===== config.mk =====
export PLATFORM = sky130hd
export DESIGN_NAME = pst_dc_filter
export DESIGN_NICKNAME = d
export VERILOG_FILES = /design/src/hdl/pst_pkg.sv /design/src/hdl/pst_dc_filter.sv
export SDC_FILE = /design/constraint.sdc
export NUM_CORES = 1
export LEC_CHECK = 0
export BUFFER_PORTS_ARGS = -buffer_cell sky130_fd_sc_hd__buf_4
export CELL_PAD_IN_SITES_DETAIL_PLACEMENT = 0
export CELL_PAD_IN_SITES_GLOBAL_PLACEMENT = 1
export CORE_ASPECT_RATIO = 1.4
export CORE_MARGIN = 2
export CORE_UTILIZATION = 50
export DETAILED_ROUTE_END_ITERATION = 8
export HOLD_SLACK_MARGIN = 0.06
export PLACE_DENSITY_LB_ADDON = 0.15
export SKIP_CTS_REPAIR_TIMING = 1
export SLEW_MARGIN = 5
export SYNTH_ARGS = -nofsm -noshare
export SYNTH_HDL_FRONTEND = slang
export SYNTH_SLANG_ARGS = --single-unit

===== constraint.sdc =====
create_clock -name clk -period 31.6 [get_ports clk]
set_input_delay 9.48 -clock clk [delete_from_list [all_inputs] [get_ports clk]]
set_output_delay 9.48 -clock clk [all_outputs]
set_load 0.03 [all_outputs]

===== src/hdl/pst_pkg.sv =====
// ----------------------------------------------------------------------------
// pst_pkg
// Shared widths, reset values, register indexes and types of the piezo
// onset sample trigger.
// ----------------------------------------------------------------------------
package pst_pkg;

	// Default sizes
	localparam int STORE_DEPTH_DEF = 65536;
	localparam int FRAC_BITS_DEF   = 22;

	// Field and register widths
	localparam int SMP_W    = 16;
	localparam int WORD_W   = 16;
	localparam int POLE_W   = 16;
	localparam int LVL_W    = 23;
	localparam int LEN_W    = 17;
	localparam int PEAK_W   = 24;
	localparam int DATA_W   = 48;
	localparam int APB_AW   = 5;
	localparam int APB_DW   = 32;

	// Output queue depth
	localparam int OFIFO_DEPTH = 8;

	// Register reset values
	localparam logic [POLE_W-1:0] POLE_RST   = 16'd64881;
	localparam logic [LVL_W-1:0]  THR_RST    = 23'd4194;
	localparam logic [LVL_W-1:0]  MARGIN_RST = 23'd4194;
	localparam logic [LVL_W-1:0]  DECAY_RST  = 23'd210;
	localparam logic [LEN_W-1:0]  LEN_RST    = 17'd0;

	// Item kinds carried in tuser
	localparam logic ACT_SAMPLE = 1'b0;
	localparam logic ACT_LOAD   = 1'b1;

	// Register indexes (byte address / 4)
	typedef enum logic [2:0] {
		REG_POLE   = 3'd0,
		REG_THR    = 3'd1,
		REG_MARGIN = 3'd2,
		REG_DECAY  = 3'd3,
		REG_LEN    = 3'd4
	} reg_idx_t;

	// Item payload travelling down the pipeline
	typedef struct packed {
		logic              load;
		logic [SMP_W-1:0]  addr;
		logic [WORD_W-1:0] value;
	} item_t;

	// Detector result handed to the playback stage
	typedef struct packed {
		logic              onset;
		logic [PEAK_W-1:0] peak;
	} det_t;

	// Result item, audio word in the lowest bits
	typedef struct packed {
		logic [PEAK_W-1:0] peak_level;
		logic              onset;
		logic              playing;
		logic [WORD_W-1:0] audio_word;
	} res_t;

endpackage


===== src/hdl/pst_dc_filter.sv =====
// ----------------------------------------------------------------------------
// pst_dc_filter
// Input stage and first-order DC blocker y = x - x_prev + pole*y_prev with
// saturation to the signed signal range.
// ----------------------------------------------------------------------------
module pst_dc_filter #(
	parameter int FRAC_BITS = pst_pkg::FRAC_BITS_DEF
) (
	input  logic                             clk,
	input  logic                             arst_n,
	input  logic                             take,
	input  logic                             action,
	input  logic [pst_pkg::SMP_W-1:0]        piezo_sample,
	input  logic [pst_pkg::SMP_W-1:0]        load_address,
	input  logic [pst_pkg::WORD_W-1:0]       load_value,
	input  logic [pst_pkg::POLE_W-1:0]       dc_pole,
	output logic                             vld_s2,
	output pst_pkg::item_t                   itm_s2,
	output logic signed [FRAC_BITS+2:0]      y_q
);

	localparam int SW   = FRAC_BITS + 3;
	localparam int SUMW = SW + 2;
	localparam int SH   = FRAC_BITS - 16;
	localparam logic signed [SUMW-1:0] SIG_MAX = {3'b000, {(SW-1){1'b1}}};
	localparam logic signed [SUMW-1:0] SIG_MIN = {3'b111, {(SW-1){1'b0}}};

	logic                       vld_s1;
	pst_pkg::item_t             itm_s1;
	logic [pst_pkg::SMP_W-1:0]  smp_s1;
	logic [pst_pkg::SMP_W-1:0]  prev_q;

	logic [SW-1:0]              ymag;
	logic [SW+15:0]             prod;
	logic [SW-1:0]              prod_sh;
	logic signed [SUMW-1:0]     x_e;
	logic signed [SUMW-1:0]     xp_e;
	logic signed [SUMW-1:0]     fb_mag;
	logic signed [SUMW-1:0]     fb_e;
	logic signed [SUMW-1:0]     sum;
	logic signed [SW-1:0]       y_new;
	logic                       smp_go;

	// Hold the accepted item for the filter stage
	always_ff @(posedge clk or negedge arst_n) begin
		if (!arst_n) begin
			vld_s1 <= 1'b0;
		end else begin
			vld_s1 <= take;
		end
	end

	always_ff @(posedge clk) begin
		if (take) begin
			itm_s1.load  <= (action == pst_pkg::ACT_LOAD);
			itm_s1.addr  <= load_address;
			itm_s1.value <= load_value;
			smp_s1       <= piezo_sample;
		end
	end

	// Sign-magnitude feedback product, truncated toward zero
	always_comb begin
		ymag    = y_q[SW-1] ? unsigned'(SW'(-y_q)) : unsigned'(y_q);
		prod    = (SW+16)'(ymag) * (SW+16)'(dc_pole);
		prod_sh = prod[SW+15:16];
		fb_mag  = $signed(SUMW'(prod_sh));
		fb_e    = y_q[SW-1] ? -fb_mag : fb_mag;
		x_e     = $signed(SUMW'(smp_s1) << SH);
		xp_e    = $signed(SUMW'(prev_q) << SH);
		sum     = x_e - xp_e + fb_e;
	end

	// Saturate to the signal range
	always_comb begin
		if (sum > SIG_MAX) begin
			y_new = SIG_MAX[SW-1:0];
		end else if (sum < SIG_MIN) begin
			y_new = SIG_MIN[SW-1:0];
		end else begin
			y_new = sum[SW-1:0];
		end
	end

	assign smp_go = vld_s1 && !itm_s1.load;

	// Advance filter state on sample items only
	always_ff @(posedge clk or negedge arst_n) begin
		if (!arst_n) begin
			prev_q <= '0;
			y_q    <= '0;
			vld_s2 <= 1'b0;
		end else begin
			vld_s2 <= vld_s1;
			if (smp_go) begin
				prev_q <= smp_s1;
				y_q    <= y_new;
			end
		end
	end

	always_ff @(posedge clk) begin
		itm_s2 <= itm_s1;
	end

endmodule


; Word-level counts from Yosys, hierarchy flattened
; Cells that the tools add are included.
[totals]
register_bits = 125
out_inout_bits = 59
wordCells = 24
[classes]
n_addsub = 4
n_mul = 1
order_cmp = 2
n_mux = 4
reduce_logical = 2
[ops]
columns = op, n
row1 = 25-bit two-way mux, 3
row2 = 25-bit by 16-bit multiplier with 41-bit output, 1
row3 = 23-bit by 27-bit adder with 27-bit output, 1
row4 = 27-bit by 25-bit greater-than comparator with 1-bit output (second input constant), 1
row5 = 27-bit by 25-bit < comparator with 1-bit output (second input constant), 1
row6 = 27-bit two-way mux, 1
row7 = 25-bit negator with 27-bit output, 1
row8 = 25-bit negator, 1
row9 = 22-bit by 22-bit subtractor with 23-bit output, 1
row10 = 1-bit logical AND, 1
row11 = 1-bit logical NOT, 1

; Longest topological paths before layout
; Gate-level depths: netlist (run 1).
[logic_depth]
ltp_word = 9
mapped_depth = 48
mapped_depth_nobuf = 45

; Worst setup path before layout (run 1)
; No wires, ideal clock.
[synth_path]
kind = in2reg
start = in dc_pole[3] (netlist bit)
end = reg y_q[10]
arrival_ns = 18.495
slack_ns = 13.025
path_stages = 37
n_path_buf = 3
path_cell_list = clkbuf_1 nand2_1 fa_1 inv_1 fa_1 inv_1 fa_1 inv_1 fa_1 fa_1 inv_1 fa_1 inv_1 ha_1 clkbuf_1 and4_1 and2_1 a22oi_1 nand3_1 o221a_4 or3_4 a2111oi_4 or2b_1 o31ai_1 xnor2_1 ha_1 a21o_1 a21oi_1 o21ai_0 a21oi_1 o21ai_0 a31o_2 xnor2_1 o311a_4 nor3_2 buf_6 o211ai_2
[synth_between]
elab_chain_cells = 7
elab_cells_between_ends = 8
[synth_lines]
columns = item, line
row1 = "start, declared", pst_dc_filter.sv:16  ; input logic [pst_pkg::POLE_W-1:0] dc_pole,
row2 = 25-bit by 16-bit multiplier with 41-bit output (*), pst_dc_filter.sv:65  ; prod = (SW+16)'(ymag) * (SW+16)'(dc_pole);
row3 = 25-bit negator with 27-bit output, pst_dc_filter.sv:68  ; fb_e = y_q[SW-1] ? -fb_mag : fb_mag;
row4 = 27-bit two-way mux (*), pst_dc_filter.sv:68
row5 = 23-bit by 27-bit adder with 27-bit output (*), pst_dc_filter.sv:71  ; sum = x_e - xp_e + fb_e;
row6 = 27-bit by 25-bit < comparator with 1-bit output, pst_dc_filter.sv:78  ; end else if (sum < SIG_MIN) begin
row7 = 25-bit two-way mux, pst_dc_filter.sv:78
row8 = 25-bit two-way mux (*), pst_dc_filter.sv:76  ; if (sum > SIG_MAX) begin
row9 = "end signal, assigned", pst_dc_filter.sv:97  ; y_q <= y_new;
row10 = "end, declared", pst_dc_filter.sv:19  ; output logic signed [FRAC_BITS+2:0] y_q
; Mark *: on every way between the ends. The rest lies on a longest branch, timed or not.
; A chain may end at the register's enable or synchronous reset.

; Worst setup path after layout (run 1)
[layout_path]
start = in dc_pole[3] (netlist bit)
end = reg y_q[11]
; The elaborated chain is that of the path after synthesis.

==> results.toml, run 1 <==
[worst_setup_path]
r2r_slack_ps = 18370
r2r-end = "y_q[11]"
r2r_start = "y_q[2]"
crit_type = "in -> reg"
crit_slowest_cell = "fa_1"
crit_path_max_fanout = 25
cp-endpoint = "y_q[11]"
r2r_cells = 45
start_kind = "primary input"
setup.worst_path.end_class = "flop"
cpMostUsedCell = "fa_1"
cp-startpoint = "dc_pole[3]"
crit_arrival_ps = 19970
worstPathRequired_ps = 31940
max_stage_delay_ps = 590

[sta]
max-slew-margin-rel_pct = 22.9
worstMarginPinSlew_ps = 1150
drv_slew = 0
finalSetupTns_ps = 0
skew_ps = 6.21
setup_violations = 0
fin_ws_ps = 11970
rsz0062_at_grt = "no"
max_freq_mhz = 50.9
finalCriticalPeriod_ps = 19630
hold_viol_final = 0
final.period_utilization_pct = 62.1

[clock_network]
cts_inserted_buffers = 17
cts_max_level = 4
clock_latency_ps = 420
cts-root-buf = "clkbuf_16"
cts_buffer_depth = 2
cts.clk_slew.worst_paths_ps = 60
cts_tree = "done"
cts.sinks = 125

[synthesis]
synthArstFlopShare_pct = 34.4
syn_area_mm2 = 0.0198
syn_inst = 2131
synth-xor-area-share_pct = 3.81
yosysUniqueCellTypes = 87
yosysTopAreaCell = "fa_1"
synth_fp_nets = 2668
yosysMostFrequentCell = "inv_1"
yosysWarnings = 0
synth_ff_type = "edfxtp_1"
synthSimpleGateAreaFrac_pct = 18.2
ys_seq_area_share_pct = 16.2
avgSynthCellArea_um2 = 9.29
synth_top_area_share_pct = 32.5
yosys-top-cells-count = "332 x inv_1, 321 x fa_1, 307 x nand2_1, 205 x and2_1, 148 x ha_1"
synth_compound_area_share_pct = 11.4
synthMuxAreaShare_pct = 0.266
synth_edf_count = 49
synth_seq_cells = 125
synth_area_leaders = "fa_1 32%, ha_1 9.4%, edfxtp_1 7.4%"
synth-adder-area-share_pct = 41.8
synth_top_family_by_area = "adder cells"

[final_layout]
antennaDiodeCount = 0
syn2layout_area_growth_pct = 10.6
fin_nets = 2744
drive_gt1_share_pct = 11.0
fin_area_mm2 = 0.0219
nFillCells = 3648

[floorplan]
initial_core_util_pct = 50.5
dieArea_mm2 = 0.0412
std_cell_rows = 86
die_w_um = 172
dieHeight_um = 239
core_mm2 = 0.0392
io_pins = 127

[global_routing]
grt_pass1_wl_um = 86400
grt_pass1_vias = 16500
globalRouteTotalUtil_pct = 27.1
overflow = 0
grt_antenna_before_repair = 0
grt_max_degree = 64

[status]
outcome = "finished clean"

[route]
drt-vias-per-instance = 5.46
wl_per_cell_um = 19.0
vias = 15000
drt_iter0_drc = 742
drt_pass1_iterations = 5
antenna_left = 0
wirelength_um = 52100
drc = 0

[placed_design]
dp_hpwl_um = 42700
placed_cell_area_mm2 = 0.0213
port_buffers = 126
finalWeightedCongestion = 0.893
dp_slack_ps = 11570

[run]
max_cap_violations = 0

[min_path]
hp-class = "reg -> reg"
## cell type report
| type | instances | area [um^2] | share of cell area, % |
|---|---|---|---|
| Clock buffer | 20 | 447 | 2.04 |
| Clock inverter | 12 | 123 | 0.560 |
| Inverter | 332 | 1250 | 5.70 |
| Multi-Input combinational cell | 1584 | 15100 | 69.0 |
| Sequential cell | 125 | 3210 | 14.7 |
| Tap cell | 528 | 661 | 3.02 |
| Timing Repair Buffer | 147 | 1100 | 5.04 |
## kinds of logic after synthesis
group                    after synthesis
buffers and inverters                422
multiplexers                           4
flip-flops                           125
XOR/XNOR                              86
AO/OA/AOI/OAI                        310
AND/OR/NAND/NOR                      715
adder cells (fa/ha/maj)              469
## flip-flops by register name, summed over array words and instances, names as in the netlist
name and cells:
smp_s1 16, vld_s2 1, y_q 25, itm_s2 33, vld_s1 1, itm_s1 33, prev_q 16
## through the flow
stage	std cells	hold slack [ps]	utilization, %
finish	2748	335	55.9
CTS	2748	336	55.9
global placement	2716	324	54.4
floorplan	2131	323	-
detailed placement	2716	327	54.4
global route	2748	340	55.9
## cell usage in the layout, fill, tap and decap left out, types with 23 or more instances in the layout
master / count
inv_1: 332
fa_1: 321
nand2_1: 307
and2_1: 205
ha_1: 148
buf_4: 147
o21ai_0: 72
a21oi_1: 68
nor2_1: 57
edfxtp_1: 49
xnor2_1: 48
dfrtp_1: 42
dfxtp_1: 33
nor3_1: 23
## worst max-delay path, delay by kind of cell
kind / cells / cell delay [ps]
buffers and inverters: 7 / 820
AOI/OAI and AO/OA: 12 / 3310
and+or+nand+nor: 8 / 1770
xor gates and xnor gates: 2 / 540
adders and majority gates: 8 / 3990
## per-layer routing
metal	up-vias	GRT usage [%]	share of wire, %
met4	0	9.40	3.2
met3	97	2.43	3.0
li1	7009	-	-
met2	324	50.5	54
met1	7577	32.2	39
met5	-	0	0
## worst min-delay path by stage
stage,start,endpoint,slack (ps),depth (start not counted)
final,itm_s1[30],itm_s2[30],330,0
after floorplan,itm_s1[0],itm_s2[0],320,0
after CTS,itm_s1[30],itm_s2[30],340,0
after global routing,itm_s1[30],itm_s2[30],340,0
after global placement,itm_s1[11],itm_s2[11],320,0
after detailed placement,itm_s1[20],itm_s2[20],330,0
Power of run 1 is left out: the tool's default activity adds up to more than one toggle a clock period on the data nets, which glitch-free logic cannot reach.
==> run 2: changes to the inputs <==
- CORE_UTILIZATION: 50 -> 45
- clock period: 31.6 -> 16.4 ns (I/O delays scaled with it)
==> run 2 against run 1 <==
  * Clock-buffer cell count fell by 2
  * Die area grew 11%
  * Largest cell class unchanged
  * Global-route usage fell by 2.6 points
  * Final area about the same
  * First-iteration DRC count shrank 3.4%
  * Wire length rose by 0.84%
  * Cell count rose by 0.87%
==> results.toml, run 2 (synthesized netlist as in run 1, its figures left out) <==
[worst_setup_path]
setup.worst_path.end_class = "flop"
crit_arrival_ps = 15480
crit_slowest_cell = "a2111oi_0"
start_kind = "primary input"
worstPathRequired_ps = 16690
r2r_cells = 39
crit_family = "compound AO/OA/AOI/OAI gates"
cpMostUsedCell = "fa_1"
max_stage_delay_ps = 660
path_buf_inv = 3
crit_path_max_fanout = 25
cp.depth = 32
crit_type = "in -> reg"

[clock_network]
clock_latency_ps = 420
cts.sinks = 125
cts-root-buf = "clkbuf_16"
cts_inserted_buffers = 17
cts_buffer_depth = 2
cts_tree = "done"
cts_max_level = 4
cts.clk_slew.worst_paths_ps = 60

[sta]
finalCriticalPeriod_ps = 15190
finalSetupTns_ps = 0
max-slew-margin-rel_pct = 17.2
hold_viol_final = 0
final.period_utilization_pct = 92.6
max_freq_mhz = 65.8
worstMarginPinSlew_ps = 1240
skew_ps = 7.17
drv_slew = 0
setup_violations = 0
rsz0062_at_grt = "no"
fin_ws_ps = 1210

[floorplan]
io_pins = 127
initial_core_util_pct = 45.8
std_cell_rows = 90
core_mm2 = 0.0432
die_w_um = 181
dieArea_mm2 = 0.0457
dieHeight_um = 252

[global_routing]
grt_pass1_wl_um = 88100
grt_pass1_vias = 16600
grt_max_degree = 51
overflow = 0
grt_antenna_before_repair = 0
globalRouteTotalUtil_pct = 24.4

[placed_design]
dp_slack_ps = 834
finalWeightedCongestion = 0.900
placed_cell_area_mm2 = 0.0213
place_inst = 2740
port_buffers = 126
dp_hpwl_um = 42600

[final_layout]
final_cell_mix = "332 x inv_1, 321 x fa_1, 307 x nand2_1"
antennaDiodeCount = 0
fin_nets = 2744
instances_no_fill = 2772
nFillCells = 4136
top_regs = "itm_s1 x33, itm_s2 x33, y_q x25"
layout_commonest_cell = "inv_1"
syn2layout_area_growth_pct = 10.7
fin_area_mm2 = 0.0219
drive_gt1_share_pct = 11.0

[route]
drc = 0
wirelength_um = 52500
vias = 15000
wl_per_cell_um = 18.9
drt-vias-per-instance = 5.43
drt_iter0_drc = 717
drt_pass1_iterations = 5
antenna_left = 0

[run]
max_cap_violations = 0

[status]
outcome = "finished clean"

[min_path]
hp-class = "reg -> reg"
min_path_cells = 0
[run 2: worst paths after layout]
path | start | end | slack [ps]
worst min register to register | itm_s1[1] | itm_s2[1] | 340
max in group asynchronous | arst_n | y_q[24] | 11440
min in group asynchronous | arst_n | prev_q[13] | 4480
worst max register to register | y_q[2] | y_q[23] | 3200
worst min-delay path | itm_s1[1] | itm_s2[1] | 340
worst max-delay path | dc_pole[9] | y_q[23] | 1210
[run 2: through the flow]
stage               utilization, %  hold slack, ps
global placement              49.3             324
detailed placement            49.3             327
CTS                           50.6             336
global route                  50.6             342
finish                        50.6             337
floorplan                        -             323
[run 2: metal layers]
layer  GRT usage, %  up-vias  routed length, um
li1               -     7006                  -
met1           29.5     7621              21200
met2           45.8      345              28200
met3           2.45       76               1750
met4           7.34        0               1310
met5              0        -                  0
[run 2: layout make-up]
| cell class | instances | area, um^2 | share of cell area [%] |
|---|---|---|---|
| flip-flops and latches | 125 | 3210 | 14.7 |
| multi-input cells | 1584 | 15100 | 68.8 |
| clock buffers | 18 | 439 | 2.01 |
| repair buffers | 147 | 1100 | 5.04 |
| clock inverters | 14 | 133 | 0.606 |
| well taps | 552 | 691 | 3.15 |
| inverters | 332 | 1250 | 5.69 |
Power of run 2 is left out for the same reason.
