==> src/hdl/pst_pkg.sv <==
// ----------------------------------------------------------------------------
// pst_pkg
// Shared widths, reset values, register indexes and types of the piezo
// onset sample trigger.
// ----------------------------------------------------------------------------
package pst_pkg;

	// Default sizes
	localparam int STORE_DEPTH_DEF = 65536;
	localparam int FRAC_BITS_DEF   = 22;

	// Field and register widths
	localparam int SMP_W    = 16;
	localparam int WORD_W   = 16;
	localparam int POLE_W   = 16;
	localparam int LVL_W    = 23;
	localparam int LEN_W    = 17;
	localparam int PEAK_W   = 24;
	localparam int DATA_W   = 48;
	localparam int APB_AW   = 5;
	localparam int APB_DW   = 32;

	// Output queue depth
	localparam int OFIFO_DEPTH = 8;

	// Register reset values
	localparam logic [POLE_W-1:0] POLE_RST   = 16'd64881;
	localparam logic [LVL_W-1:0]  THR_RST    = 23'd4194;
	localparam logic [LVL_W-1:0]  MARGIN_RST = 23'd4194;
	localparam logic [LVL_W-1:0]  DECAY_RST  = 23'd210;
	localparam logic [LEN_W-1:0]  LEN_RST    = 17'd0;

	// Item kinds carried in tuser
	localparam logic ACT_SAMPLE = 1'b0;
	localparam logic ACT_LOAD   = 1'b1;

	// Register indexes (byte address / 4)
	typedef enum logic [2:0] {
		REG_POLE   = 3'd0,
		REG_THR    = 3'd1,
		REG_MARGIN = 3'd2,
		REG_DECAY  = 3'd3,
		REG_LEN    = 3'd4
	} reg_idx_t;

	// Item payload travelling down the pipeline
	typedef struct packed {
		logic              load;
		logic [SMP_W-1:0]  addr;
		logic [WORD_W-1:0] value;
	} item_t;

	// Detector result handed to the playback stage
	typedef struct packed {
		logic              onset;
		logic [PEAK_W-1:0] peak;
	} det_t;

	// Result item, audio word in the lowest bits
	typedef struct packed {
		logic [PEAK_W-1:0] peak_level;
		logic              onset;
		logic              playing;
		logic [WORD_W-1:0] audio_word;
	} res_t;

endpackage

==> src/hdl/pst_out_fifo.sv <==
// ----------------------------------------------------------------------------
// pst_out_fifo
// Small result queue that parts the pipeline from the output handshake.
// ----------------------------------------------------------------------------
module pst_out_fifo #(
	parameter int DEPTH = pst_pkg::OFIFO_DEPTH
) (
	input  logic          clk,
	input  logic          arst_n,
	input  logic          push,
	input  pst_pkg::res_t din,
	output logic          out_vld,
	input  logic          out_rdy,
	output pst_pkg::res_t dout
);

	localparam int PW = $clog2(DEPTH);

	pst_pkg::res_t   mem_q [DEPTH];
	logic [PW-1:0]   wr_q;
	logic [PW-1:0]   rd_q;
	logic [PW:0]     cnt_q;
	logic            pop;

	assign out_vld = (cnt_q != '0);
	assign pop     = out_vld && out_rdy;
	assign dout    = mem_q[rd_q];

	always_ff @(posedge clk) begin
		if (push) begin
			mem_q[wr_q] <= din;
		end
	end

	// Move pointers and count
	always_ff @(posedge clk or negedge arst_n) begin
		if (!arst_n) begin
			wr_q  <= '0;
			rd_q  <= '0;
			cnt_q <= '0;
		end else begin
			if (push) begin
				wr_q <= (wr_q == PW'(DEPTH - 1)) ? '0 : wr_q + 1'b1;
			end
			if (pop) begin
				rd_q <= (rd_q == PW'(DEPTH - 1)) ? '0 : rd_q + 1'b1;
			end
			case ({push, pop})
				2'b10:   cnt_q <= cnt_q + 1'b1;
				2'b01:   cnt_q <= cnt_q - 1'b1;
				default: cnt_q <= cnt_q;
			endcase
		end
	end

endmodule

==> config.mk <==
export PLATFORM = sky130hd
export DESIGN_NAME = pst_out_fifo
export DESIGN_NICKNAME = d
export VERILOG_FILES = /design/src/hdl/pst_pkg.sv /design/src/hdl/pst_out_fifo.sv
export SDC_FILE = /design/constraint.sdc
export NUM_CORES = 1
export LEC_CHECK = 0
export BUFFER_PORTS_ARGS = -buffer_cell sky130_fd_sc_hd__buf_2
export CAP_MARGIN = 20
export CORE_MARGIN = 2
export CORE_UTILIZATION = 50
export DETAILED_ROUTE_END_ITERATION = 8
export PLACE_DENSITY = 0.65
export REMOVE_ABC_BUFFERS = 1
export SKIP_LAST_GASP = 1
export SLEW_MARGIN = 25
export SYNTH_ARGS = -nofsm -noshare
export SYNTH_HDL_FRONTEND = slang
export SYNTH_SLANG_ARGS = --single-unit
==> constraint.sdc <==
create_clock -name clk -period 5.2 [get_ports clk]
set_input_delay 0.52 -clock clk [delete_from_list [all_inputs] [get_ports clk]]
set_output_delay 0.52 -clock clk [all_outputs]
set_load 0.01 [all_outputs]
==> Yosys cells after proc, flatten, opt, wreduce, memory -nomap -nowiden <==
Memories as Yosys holds them, arrays and structs flattened.
Cells that the tools add are included.
{ "word_totals": {"mem_count": 1, "rom_bits": 0, "latchBits": 0, "mem_bits_rw": 336, "output_inout_bits": 43, "in_bits": 46, "word_cells": 20, "register_bits": 10} }
{ "classes": {"n_mul": 0, "magnitude_cmp": 0, "eq_ne": 4, "n_reduce_logical": 3, "div": 0, "add_sub_neg": 4, "shifts": 0, "mux": 5, "bitwise": 0} }
{ "mem_list": {"columns": ["memory", "words", "width", "read_ports", "rd_ports_with_merged_regs", "wr", "line", "text"], "rows": [
  ["mem_q", 8, 42, 1, 0, 1, "pst_out_fifo.sv:19", "pst_pkg::res_t mem_q [DEPTH];"]
]} }
{ "op_table": {"columns": ["operator", "n"], "rows": [
  ["one-hot mux 4 bit (2 select lines)", 1],
  ["adder 3 x 1 -> 3 bit (second input constant)", 2],
  ["equality test 3 bit (second input constant)", 2],
  ["two-way mux 3 bit", 2],
  ["adder 4 x 1 -> 4 bit (second input constant)", 1],
  ["nonzero test 4 bit", 1],
  ["subtractor 4 x 1 -> 4 bit (second input constant)", 1],
  ["equality test 2 x 1 -> 1 bit (second input constant)", 1],
  ["equality test 2 bit (second input constant)", 1],
  ["two-way mux 1 bit", 2],
  ["nonzero test 2 bit", 1],
  ["logical AND 1 bit", 1]
]} }

==> Longest topological paths before layout <==
Gate-level depths: netlist (run 1).
{ "depth": {"ltp_word": 4, "mapped_depth": 9, "ltp_nobuf": 9} }

==> Worst setup path before layout (run 1) <==
Ideal clock, no wire load.
{ "synth_timing": {"path_kind": "input to register", "from": "input push", "to": "memory mem_q[0][0] (netlist bit) (enable)", "t_arrival_ns": 3.491, "path_stages": 2, "path_buffers": 0, "t_required_ns": 4.707, "setup_time_ns": 0.493, "setup_slack_ns": 1.216, "cell_sequence": "nand2b_1 nor3_1"} }
{ "synth_via": {"elab_chain_cells": 2} }
{ "synth_lines": {"columns": ["element", "line", "text"], "rows": [
  ["from (decl)", "pst_out_fifo.sv:10", "input logic push,"],
  ["two-way mux 1 bit", "pst_out_fifo.sv:30", "if (push) begin"],
  ["two-way mux 1 bit (not written as such)", "pst_out_fifo.sv:31", "mem_q[wr_q] <= din;"],
  ["to (decl)", "pst_out_fifo.sv:19", null]
]} }
No other way between the ends.

==> impl_metrics.env, run 1 <==
export IMPL_antenna_left=0
export IMPL_finalSetupTns_ns=0
export IMPL_grt_max_degree=73
export IMPL_place_worst_setup_slack_ns=2.11
export IMPL_skew_ns=0.0120
export IMPL_seqPwrFrac=0.446
export IMPL_hpwlAfterDp_um=13500
export IMPL_timing_final_crit_period_ns=3.55
export IMPL_async_reset_ff_frac=0.0289
export IMPL_worstPathMaxFanout=50
export IMPL_cellLeakagePower_nw=5.28
export IMPL_setup_violations=0
export IMPL_ys_ff_latch=346
export IMPL_die_area_sq_um=28300
export IMPL_worstPathArrival_ns=3.03
export IMPL_wl_per_cell_um=24.0
export IMPL_crit_chain="buf_12 -> mux4_2 -> mux2_4 -> buf_2"
export IMPL_root_buffer="clkbuf_16"
export IMPL_status="complete, no violations"
export IMPL_synth_distinct_cells=33
export IMPL_layout_setup_ws_ns=1.65
export IMPL_yosysWarnings=0
export IMPL_worst_pin_slew_ns=1.03
export IMPL_ctsHoldBuffers=1
export IMPL_netlist_area_sq_um=13500
export IMPL_path_clk_slew_ns=0.06
export IMPL_antenna_found_initial=4
export IMPL_crit_path_end_kind="primary output"
export IMPL_critPathTopFamily="flip-flops"
export IMPL_fmax_mhz=282
export IMPL_period_share=0.683
export IMPL_syn_avg_cell_area_sq_um=24.6
export IMPL_die_h_um=168
export IMPL_cts_sinks=346
export IMPL_cts_buffer_depth=3
export IMPL_first_pass_iters=4
export IMPL_crit_path_max_incr_delay_ns=1.07
export IMPL_io_buffers=88
export IMPL_cts_max_level=2
export IMPL_drive_gt1_frac=0.397
export IMPL_p_comb_frac=0.283
export IMPL_p_clk_frac=0.271
export IMPL_cp_slowest_cell="dfrtp_4"
export IMPL_drv_slew=0
export IMPL_layout_nets=718
export IMPL_min_path_type="input port to flop"
export IMPL_vias_per_cell=5.69
export IMPL_n_fill_cell=1950
export IMPL_grt_pass1_wl_um=37600
export IMPL_maxCapViolations=0
export IMPL_p_per_area_nw_per_um2=564
export IMPL_switching_share=0.279
export IMPL_first_iter_violations=503
export IMPL_area_delta_synth_final_pct=15.2
export IMPL_synth_area_leaders="edfxtp_1 75%, mux4_2 11%, mux2_4 4.2%"
export IMPL_drc=0
export IMPL_worst_ir_drop_vdd_v=0.000306
export IMPL_synth_ff_type="edfxtp_1"
export IMPL_wl_um=24800
export IMPL_rsz0062_at_grt="false"
export IMPL_synth_largest_area_cell="edfxtp_1"
export IMPL_finalHoldViolations=0
export IMPL_vias=5886
export IMPL_grt_overflow_total=0
export IMPL_relSlewSlack=0.311
export IMPL_yosysSeqAreaShare=0.765
export IMPL_grt_usage=0.179
export IMPL_synth_edff_count=336
export IMPL_worstSetupPathType="flop to primary output"
export IMPL_p_sw_mw=2.45
export IMPL_synthCells=548
export IMPL_p_int_mw=6.33
export IMPL_cts_tree="built"
export IMPL_globalplace_congestion=0.689
export IMPL_die_x_um=168
export IMPL_core_sq_um=26700
export IMPL_synth_top_cell_area_share=0.747
export IMPL_numCtsBuffers=35
export IMPL_insertion_delay_ns=0.50
export IMPL_worst_setup_path_start_kind="flop"
export IMPL_start_util=0.505
export IMPL_ios=89
export IMPL_cts_resized=0
export IMPL_crit_buf_inv=2
export IMPL_first_global_vias=6230
export IMPL_critical_path_required_ns=4.68
export IMPL_post_cts_buffers=0
export IMPL_fp_row_count=60
==> registers in the layout, indices dropped and copies added, names as in the netlist <==
register,count
mem_q,336
cnt_q,4
rd_q,3
wr_q,3
==> placed cells by master (no fill, tap or decap), types with 2 or more instances in the layout <==
master	Yosys	routed
nand2_1	3	3
buf_4	0	11
or4_1	2	2
nand2b_1	3	3
nor2_1	9	3
nor3_2	0	2
mux4_2	64	64
clkinv_1	0	7
diode_2	0	3
buf_12	5	2
mux2_1	2	2
inv_1	4	4
dfrtp_1	10	7
mux2_4	38	38
nor2_4	0	6
dfrtp_4	0	3
xnor2_1	2	2
clkinv_2	0	7
buf_2	8	88
bufinv_16	0	2
mux4_1	20	20
clkbuf_16	0	37
ha_1	7	7
clkbuf_1	5	8
mux2_2	9	9
edfxtp_1	336	336
buf_16	0	3
==> through the flow <==
step	std cells	hold slack, ns	area [sq um]	util	power (mW)
after global placement	964	0.393	14300	0.537	6.40
final	1034	0.281	15600	0.582	8.77
after detailed placement	967	0.401	14400	0.540	6.51
after floorplan	523	0.224	13300	-	5.68
after global routing	1031	0.276	15500	0.582	9.17
after CTS	1030	0.258	15500	0.581	8.90
==> routing by layer <==
layer / share of wire / global-route usage / up-vias / wire length, um
met5: 0.00044 / 0 / - / 11
met4: 0.017 / 0.0450 / 2 / 413
met3: 0.058 / 0.0355 / 39 / 1430
met2: 0.50 / 0.299 / 149 / 12300
met1: 0.43 / 0.245 / 3107 / 10600
li1: - / - / 2589 / -
==> kinds of logic (layout without fill, tap and decap cells) <==
group / count (synthesis) / after routing / share of synthesized area
DFF: 346 / 346 / 0.765
muxes: 134 / 134 / 0.198
buffers and inverters: 29 / 171 / 0.0159
and+or+nand+nor: 23 / 23 / 0.00899
adders and majority gates: 7 / 7 / 0.00648
AOI/OAI and AO/OA: 6 / 6 / 0.00343
xor gates and xnor gates: 3 / 3 / 0.00195
other: 0 / 3 / 0
==> worst reg2reg max path, delay by kind of cell (launching register included) <==
kind                       cells  cell delay [ns]
AOI/OAI and AO/OA              2             0.26
adders and majority gates      1             0.39
buffers and inverters          1             0.08
DFF                            1             0.44
and+or+nand+nor                3             1.39
==> final cells by class <==
class	instances	area, sq um	share of cell area
diodes	3	7.51	0.000483
clock buffers	46	970	0.0623
clock inverters	16	121	0.00780
inverters	4	15.0	0.000965
multi-input cells	173	3010	0.193
flip-flops and latches	346	10400	0.665
well taps	341	427	0.0274
repair buffers	105	656	0.0421
==> power by group through the flow <==
| stage | Clock [mW] | Combinational, mW | Sequential [mW] |
|---|---|---|---|
| after detailed placement | 0 | 2.46 | 4.05 |
| final | 2.38 | 2.49 | 3.91 |
| after global placement | 0 | 2.38 | 4.02 |
| after global routing | 2.54 | 2.66 | 3.97 |
| after CTS | 2.44 | 2.47 | 3.99 |
| after floorplan | 0 | 1.74 | 3.95 |
==> synthesized netlist by cell type, types with 2 or more instances <==
| master | n |
|---|---|
| edfxtp_1 | 336 |
| mux4_2 | 64 |
| mux2_4 | 38 |
| mux4_1 | 20 |
| dfrtp_1 | 10 |
| mux2_2 | 9 |
| nor2_1 | 9 |
| buf_2 | 8 |
| ha_1 | 7 |
| buf_12 | 5 |
| clkbuf_1 | 5 |
| buf_1 | 4 |
| inv_1 | 4 |
| nand2_1 | 3 |
| nand2b_1 | 3 |
| clkbuf_4 | 2 |
| mux2_1 | 2 |
| nor3_1 | 2 |
| or4_1 | 2 |
| xnor2_1 | 2 |
==> worst paths after layout <==
kind	start	to	slack [ns]	depth (start not counted)
setup / recovery	rd_q[0]	dout[12]	1.65	4
hold / removal	din[15]	mem_q[2][15]	0.28	1
setup reg to reg	cnt_q[0]	cnt_q[3]	2.54	7
hold reg to reg	wr_q[1]	wr_q[1]	0.57	1
max in group asynchronous	arst_n	rd_q[2]	4.55	2
min in group asynchronous	arst_n	rd_q[0]	0.41	2
Note: power is estimated with default switching activity, not from simulation.
==> run 2: changes to the inputs <==
==> constraint.sdc (replaced) <==
create_clock -name clk -period 3.4 [get_ports clk]
set_input_delay 0.34 -clock clk [delete_from_list [all_inputs] [get_ports clk]]
set_output_delay 0.34 -clock clk [all_outputs]
set_load 0.01 [all_outputs]
==> impl_metrics.env, run 2 (same netlist as run 1, synthesis figures left out) <==
export IMPL_cts_max_level=2
export IMPL_worstSetupPathType="flop to primary output"
export IMPL_fp_row_count=60
export IMPL_status="complete, no violations"
export IMPL_crit_buf_inv=2
export IMPL_wl_per_cell_um=23.5
export IMPL_vias_per_cell=5.71
export IMPL_drv_slew=0
export IMPL_min_path_type="input port to flop"
export IMPL_finalHoldViolations=0
export IMPL_die_area_sq_um=28300
export IMPL_relSlewSlack=0.321
export IMPL_layout_nets=725
export IMPL_globalplace_congestion=0.687
export IMPL_wl_um=24300
export IMPL_grt_pass1_wl_um=36900
export IMPL_grt_max_degree=45
export IMPL_insertion_delay_ns=0.51
export IMPL_first_pass_iters=4
export IMPL_setup_violations=0
export IMPL_largestRegisters="mem_q x336, cnt_q x4"
export IMPL_area_delta_synth_final_pct=14.8
export IMPL_skew_ns=0.0121
export IMPL_cts_buffer_depth=3
export IMPL_cts_sinks=346
export IMPL_critical_path_required_ns=3.06
export IMPL_worst_pin_slew_ns=1.02
export IMPL_vias=5925
export IMPL_crit_chain="buf_4 -> mux4_2 -> mux2_4 -> buf_2"
export IMPL_antenna_found_initial=1
export IMPL_cts_tree="built"
export IMPL_p_per_area_nw_per_um2=851
export IMPL_core_sq_um=26700
export IMPL_worstPathMaxFanout=37
export IMPL_first_global_vias=6232
export IMPL_crit_path_max_incr_delay_ns=0.92
export IMPL_path_clk_slew_ns=0.06
export IMPL_final_cell_mix="336 x edfxtp_1, 88 x buf_2, 64 x mux4_2"
export IMPL_critPathTopFamily="flip-flops"
export IMPL_cp_slowest_cell="dfrtp_4"
export IMPL_ios=89
export IMPL_rsz0062_at_grt="false"
export IMPL_period_share=0.919
export IMPL_total_power_mw=13.2
export IMPL_final_common_cell="edfxtp_1"
export IMPL_hpwlAfterDp_um=13800
export IMPL_numCtsBuffers=36
export IMPL_n_fill_cell=1916
export IMPL_drc=0
export IMPL_cellLeakagePower_nw=5.26
export IMPL_grt_overflow_total=0
export IMPL_die_x_um=168
export IMPL_io_buffers=88
export IMPL_regMostFlops="mem_q"
export IMPL_worstPathArrival_ns=2.78
export IMPL_fmax_mhz=320
export IMPL_worst_setup_path_start_kind="flop"
export IMPL_start_util=0.505
export IMPL_post_cts_buffers=0
export IMPL_first_iter_violations=384
export IMPL_worst_ir_drop_vdd_v=0.000525
export IMPL_finalSetupTns_ns=0
export IMPL_crit_path_end_kind="primary output"
export IMPL_antenna_left=0
export IMPL_root_buffer="clkbuf_16"
export IMPL_antenna_cells=0
export IMPL_largest_register_ff_count=336
export IMPL_maxCapViolations=0
export IMPL_die_h_um=168
export IMPL_drive_gt1_frac=0.395
export IMPL_grt_usage=0.175
export IMPL_timing_final_crit_period_ns=3.12
## run 2: routing by layer
metal,GRT usage,up-vias,wire (um)
met4,0.0424,2,429
met1,0.244,3130,10600
met3,0.0364,38,1260
li1,-,2604,-
met5,0,-,13
met2,0.289,151,12000
## run 2: power by group
group | internal, mW | total, mW | switching [mW]
Sequential | 5.37 | 5.95 | 0.580
Combinational | 2.18 | 3.84 | 1.66
Clock | 1.94 | 3.41 | 1.47
Total | 9.49 | 13.2 | 3.71
## run 2: what timing repair did
action,4_1_cts,5_1_grt
hold buffers,1,0
hold endpoints to repair,10,0
resized for setup,0,0
## run 2: final timing paths
kind                       slack (ns)  cells past startpoint           end      from
max reg2reg                      0.75                      7      cnt_q[3]  cnt_q[0]
min                              0.10                      1  mem_q[0][21]   din[21]
max                              0.28                      4      dout[37]   rd_q[0]
max in group asynchronous        2.93                      2       rd_q[2]    arst_n
min reg2reg                      0.57                      1       wr_q[1]   wr_q[1]
min in group asynchronous        0.24                      2       wr_q[2]    arst_n
## run 2: final cells by class
cell class	count	area (sq um)	share of cell area
inverters	4	15.0	0.000968
well taps	341	427	0.0275
clock buffers	44	931	0.0600
flip-flops and latches	346	10400	0.667
clock inverters	18	92.6	0.00597
multi-input cells	173	3010	0.194
repair buffers	111	686	0.0442
## run 2: worst register-to-register path, stage by stage, from the launching register on
cell and delay (ns):
dfrtp_1 0.45, or4_1 0.56, nand2_1 0.20, inv_1 0.10
ha_1 0.39, or4b_2 0.63, a21o_1 0.17, o221ai_1 0.06
## run 2: metrics by stage
step	utilization	setup slack [ns]	std cells	hold slack (ns)	area (sq um)
2_1_floorplan	-	-1.05	523	0.0444	13300
3_3_place_gp	0.541	0.741	973	0.215	14400
3_5_place_dp	0.542	0.724	974	0.225	14500
4_1_cts	0.580	0.180	1037	0.0735	15500
5_1_grt	0.580	0.0885	1037	0.0852	15500
6_report	0.580	0.277	1037	0.102	15500
